`src/design/dcpp_ram.sv`:
```
// ----------------------------------------------------------------------------
// dcpp_ram
// generic single write port ram with one registered read port
// ----------------------------------------------------------------------------
module dcpp_ram #(
	parameter int WIDTH = 64,
	parameter int DEPTH = 64
) (
	input  logic                     clk,
	input  logic                     we,
	input  logic [$clog2(DEPTH)-1:0] waddr,
	input  logic [WIDTH-1:0]         wdata,
	input  logic                     re,
	input  logic [$clog2(DEPTH)-1:0] raddr,
	output logic [WIDTH-1:0]         rdata
);

	logic [WIDTH-1:0] mem_q [DEPTH];

	always_ff @(posedge clk) begin
		if (we) begin
			mem_q[waddr] <= wdata;
		end
		if (re) begin
			rdata <= mem_q[raddr];
		end
	end

endmodule

```
`config.mk`:
```
export PLATFORM = sky130hd
export DESIGN_NAME = dcpp_ram
export DESIGN_NICKNAME = d
export VERILOG_FILES = /design/src/design/dcpp_ram.sv
export SDC_FILE = /design/constraint.sdc
export NUM_CORES = 2
export LEC_CHECK = 0
export ABC_CLOCK_PERIOD_IN_PS = 21100
export BUFFER_PORTS_ARGS = -buffer_cell sky130_fd_sc_hd__buf_2
export CORE_UTILIZATION = 55
export DETAILED_ROUTE_END_ITERATION = 8
export HOLD_SLACK_MARGIN = 0.06
export PLACE_DENSITY = 0.71
export SETUP_SLACK_MARGIN = 0.1
export SYNTH_ARGS = -nofsm -noshare
export SYNTH_HDL_FRONTEND = slang
export SYNTH_SLANG_ARGS = --single-unit
export TNS_END_PERCENT = 1
```
`constraint.sdc`:
```
create_clock -name clk -period 21.1 [get_ports clk]
set_input_delay 4.22 -clock clk [delete_from_list [all_inputs] [get_ports clk]]
set_output_delay 4.22 -clock clk [all_outputs]
set_load 0.03 [all_outputs]
```
Word-level counts from Yosys, hierarchy flattened
Memory sizes are Yosys's and may differ from the RTL's. A register that Yosys moved wholly into a read port is not among the register bits.
Cells that the tools add are included.
{"block": "op_classes", "n_mux": 2}
{"operator": "$mux W1", "n": 2}
{"block": "totals", "reg_bits": 0, "ram_bits": 4096, "inputBits": 79, "out_inout_bits": 64, "elab_cells": 3, "memories": 1}
{"memory": "mem_q", "words": 64, "width": 64, "read_ports": 1, "rd_clocked_by_memory_dff": 1, "write_ports": 1, "line_no": "18", "text": "logic [WIDTH-1:0] mem_q [DEPTH];"}

Logic depth before layout (Yosys ltp)
{"block": "depth", "word_depth": 2, "mapped_depth": 9, "ltp_nobuf": 5}

Least setup slack after synthesis
No wires, ideal clock.
{"block": "synth_timing", "path_kind": "in2reg", "startpoint": "input waddr[3]", "endpoint": "memory mem_q[48][0], enable pin", "setup_time_ps": 564, "arrival_ps": 9092, "required_time_ps": 20536, "path_slack_ps": 11444, "stages": 4, "path_buffers": 1, "cell_sequence": "clkbuf_1 > nor2b_1 > nand4b_1 > nor3_1"}
{"element": "from (decl)", "line_no": "11", "text": "input logic [$clog2(DEPTH)-1:0] waddr,"}
{"element": "to (decl)", "line_no": "18"}
Straight into the memory's write port.

==> impl_metrics.ini <==
[clock_tree]
postCtsSetupBuffers = 0
cts_made_buffers = 402
htreeDepth = 5
clk_latency_ns = 0.93
clock_sinks = 4160
cts-root-buf = clkbuf_16
postCtsHoldBufs = 0
tritoncts = done
cts_resized = 0
cts_buffer_depth = 4
path_clk_slew_ns = 0.06

[power]
power_w = 0.01701
vdd_drop_max_mv = 0.08243
power_leakage_nw = 54.64
power_density_mw_per_mm2 = 96.83

[global_routing]
grt_pass1_wl_um = 588700
antenna_found_initial = 37
grt_max_degree = 113
track_usage_pct = 29.70
grt_pass1_vias = 76476
overflow = 0

[route]
post-route-drc-count = 0
viasPerCell = 6.900
drtIter0Drc = 11145
first_pass_iters = 5
wl_um = 422100
route.detailed.wl_per_inst_um = 38.11
vias = 76420
final_antenna_net_count = 0

[finish]
syn2layout_area_growth_pct = 11.92
postLayoutCoreUtil_pct = 62.08
drive_gt1_share_pct = 28.03
final_net_count = 7062
finalNonFillerCells = 11076
fillers = 18507

[sta]
worst_slew_pin_slew_ns = 1.399
fin_crit_ns = 8.972
rsz0062_at_grt = no
slew_headroom_pct = 6.202
fin_ws_ns = 12.13
hold_violations = 0
skew_ns = 0.05822
slew_violations = 0
clock.fmax_ghz = 0.1115
setup_viol = 0
tns_ns = 0
fin_crit_sh_pct = 42.52

[floorplanning]
ios = 143
design.die.area_mm2 = 0.2876
start_util_pct = 55.47
coreArea_mm2 = 0.2830
die_w_um = 536.3
num_rows = 195
dieHeight_um = 536.3

[critical_path]
worst-r2r-cell-count = 5
r2r_start = mem_q[49][5]
worstPathRequired_ns = 21.71
path_max_fanout = 85
reg2reg_slack_ns = 18.60
worstSetupPathType = input port to register
reg2reg_to = rdata[5]
critPathCaptureType = register
arrival_ns = 9.58
worstSetupStartpointType = input port

[place]
dpl.cell_count = 10321
pre_cts_ws_ns = 11.13
hpwl_um = 214400
place_congestion = 0.8039
place.port_buffers = 142

[logic_synthesis]
synth.top_cell.area_share_pct = 79.57
synthCells = 6598
netlist_top_cells_area = edfxtp_1 80%, mux4_2 15%, mux2i_1 0.86%
synthesis.area_mm2 = 0.1570
synth_enable_flop_cells = 4160
synth.avg_cell_area_um2 = 23.79
syn_nets = 6677
async_reset_ff_share_pct = 0
yosysMostFrequentCell = edfxtp_1
yosysWarnings = 0
ys.flop_type = edfxtp_1
ys_types = 32
ys_ff_latch = 4160
synth_seq_area_share_pct = 79.57
synth_common_cells = 4,160 x edfxtp_1, 1,024 x mux4_2, 170 x buf_2
synth_top_area_cell = edfxtp_1

[min_path]
hp-class = register to register
whs_endpoint = rdata[34]
whs_path_depth = 4
hold_start = mem_q[63][34]

[run_status]
status = finished clean

[flow_run]
cap_violations = 0
[registers in the layout (all words and copies together) (netlist names)]
register  flops
rdata        64
mem_q      4096
[logic make-up after synthesis]
family,after synthesis,synth area share (%)
muxes,1159,15.55
buffers and inverters,389,1.176
AOI/OAI and AO/OA,504,2.467
and+or+nand+nor,386,1.235
DFF,4160,79.57
[layer usage]
metal	GRT usage [%]	wire length, um	up-vias
met1	40.57	148900	40749
met5	0	91	-
li1	-	-	29319
met2	47.43	203800	5426
met3	5.973	50400	920
met4	12.17	18900	6
[placed cells by master, fill, tap and decap left out, types with 19 or more instances in the layout]
master / count
clkinv_2: 87
nand2_1: 56
nor2b_1: 24
nand3_1: 45
nor2_1: 47
inv_1: 19
mux4_2: 1024
or3_1: 29
and3_1: 64
clkbuf_1: 67
or2_2: 28
edfxtp_1: 4160
mux2i_1: 135
clkbuf_16: 407
a41oi_1: 26
o221ai_1: 38
a2bb2oi_1: 19
a22o_1: 88
nor2_4: 65
buf_2: 138
buf_4: 205
diode_2: 29
a211oi_1: 59
clkinv_1: 97
a22oi_1: 168
o22ai_1: 83
bufinv_16: 40
[metrics by stage]
step,hold slack (ns),cell area (um2)
floorplan,0.8648,157000
global placement,0.8953,162800
detailed placement,0.9043,162800
CTS,0.9344,175600
global route,0.9654,175700
finish,0.9329,175700
[report_power, final]
part           switching (W)  internal [W]
clock network        0.00302       0.00402
registers          0.0000304       0.00917
logic               0.000497      0.000274
total                0.00355        0.0135
[critical path, cell delays in order]
cell and delay, ns:
buf_12 0.49, buf_4 0.70, buf_4 0.95, buf_4 0.73, buf_4 0.85, mux4_2 0.61, mux2i_1 0.20, nand2_1 0.10
a41oi_1 0.32, a211oi_1 0.10
[area by class of cell]
type                       count  area, um2  share of cell area (%)
sequential                  4160     124900                   71.10
inverter                      19      71.32                 0.04059
timing repair buffer         351       2371                   1.349
tap                         3743       4683                   2.665
antenna                       29      72.57                 0.04130
clock buffer                 474      10440                   5.940
multi-input combinational   2049      30790                   17.53
clock inverter               251       2352                   1.339
[worst max path at each step]
stage / slack (ns) / start / end / depth (start not counted)
2_1_floorplan: 11.44 / waddr[3] / mem_q[48][0] / 4
3_3_place_gp: 11.17 / raddr[0] / rdata[21] / 10
3_5_place_dp: 11.13 / raddr[0] / rdata[21] / 10
4_1_cts: 12.07 / raddr[0] / rdata[21] / 10
5_1_grt: 11.69 / raddr[0] / rdata[21] / 10
6_report: 12.13 / raddr[0] / rdata[21] / 10
Power figures use the tool's default switching activity.
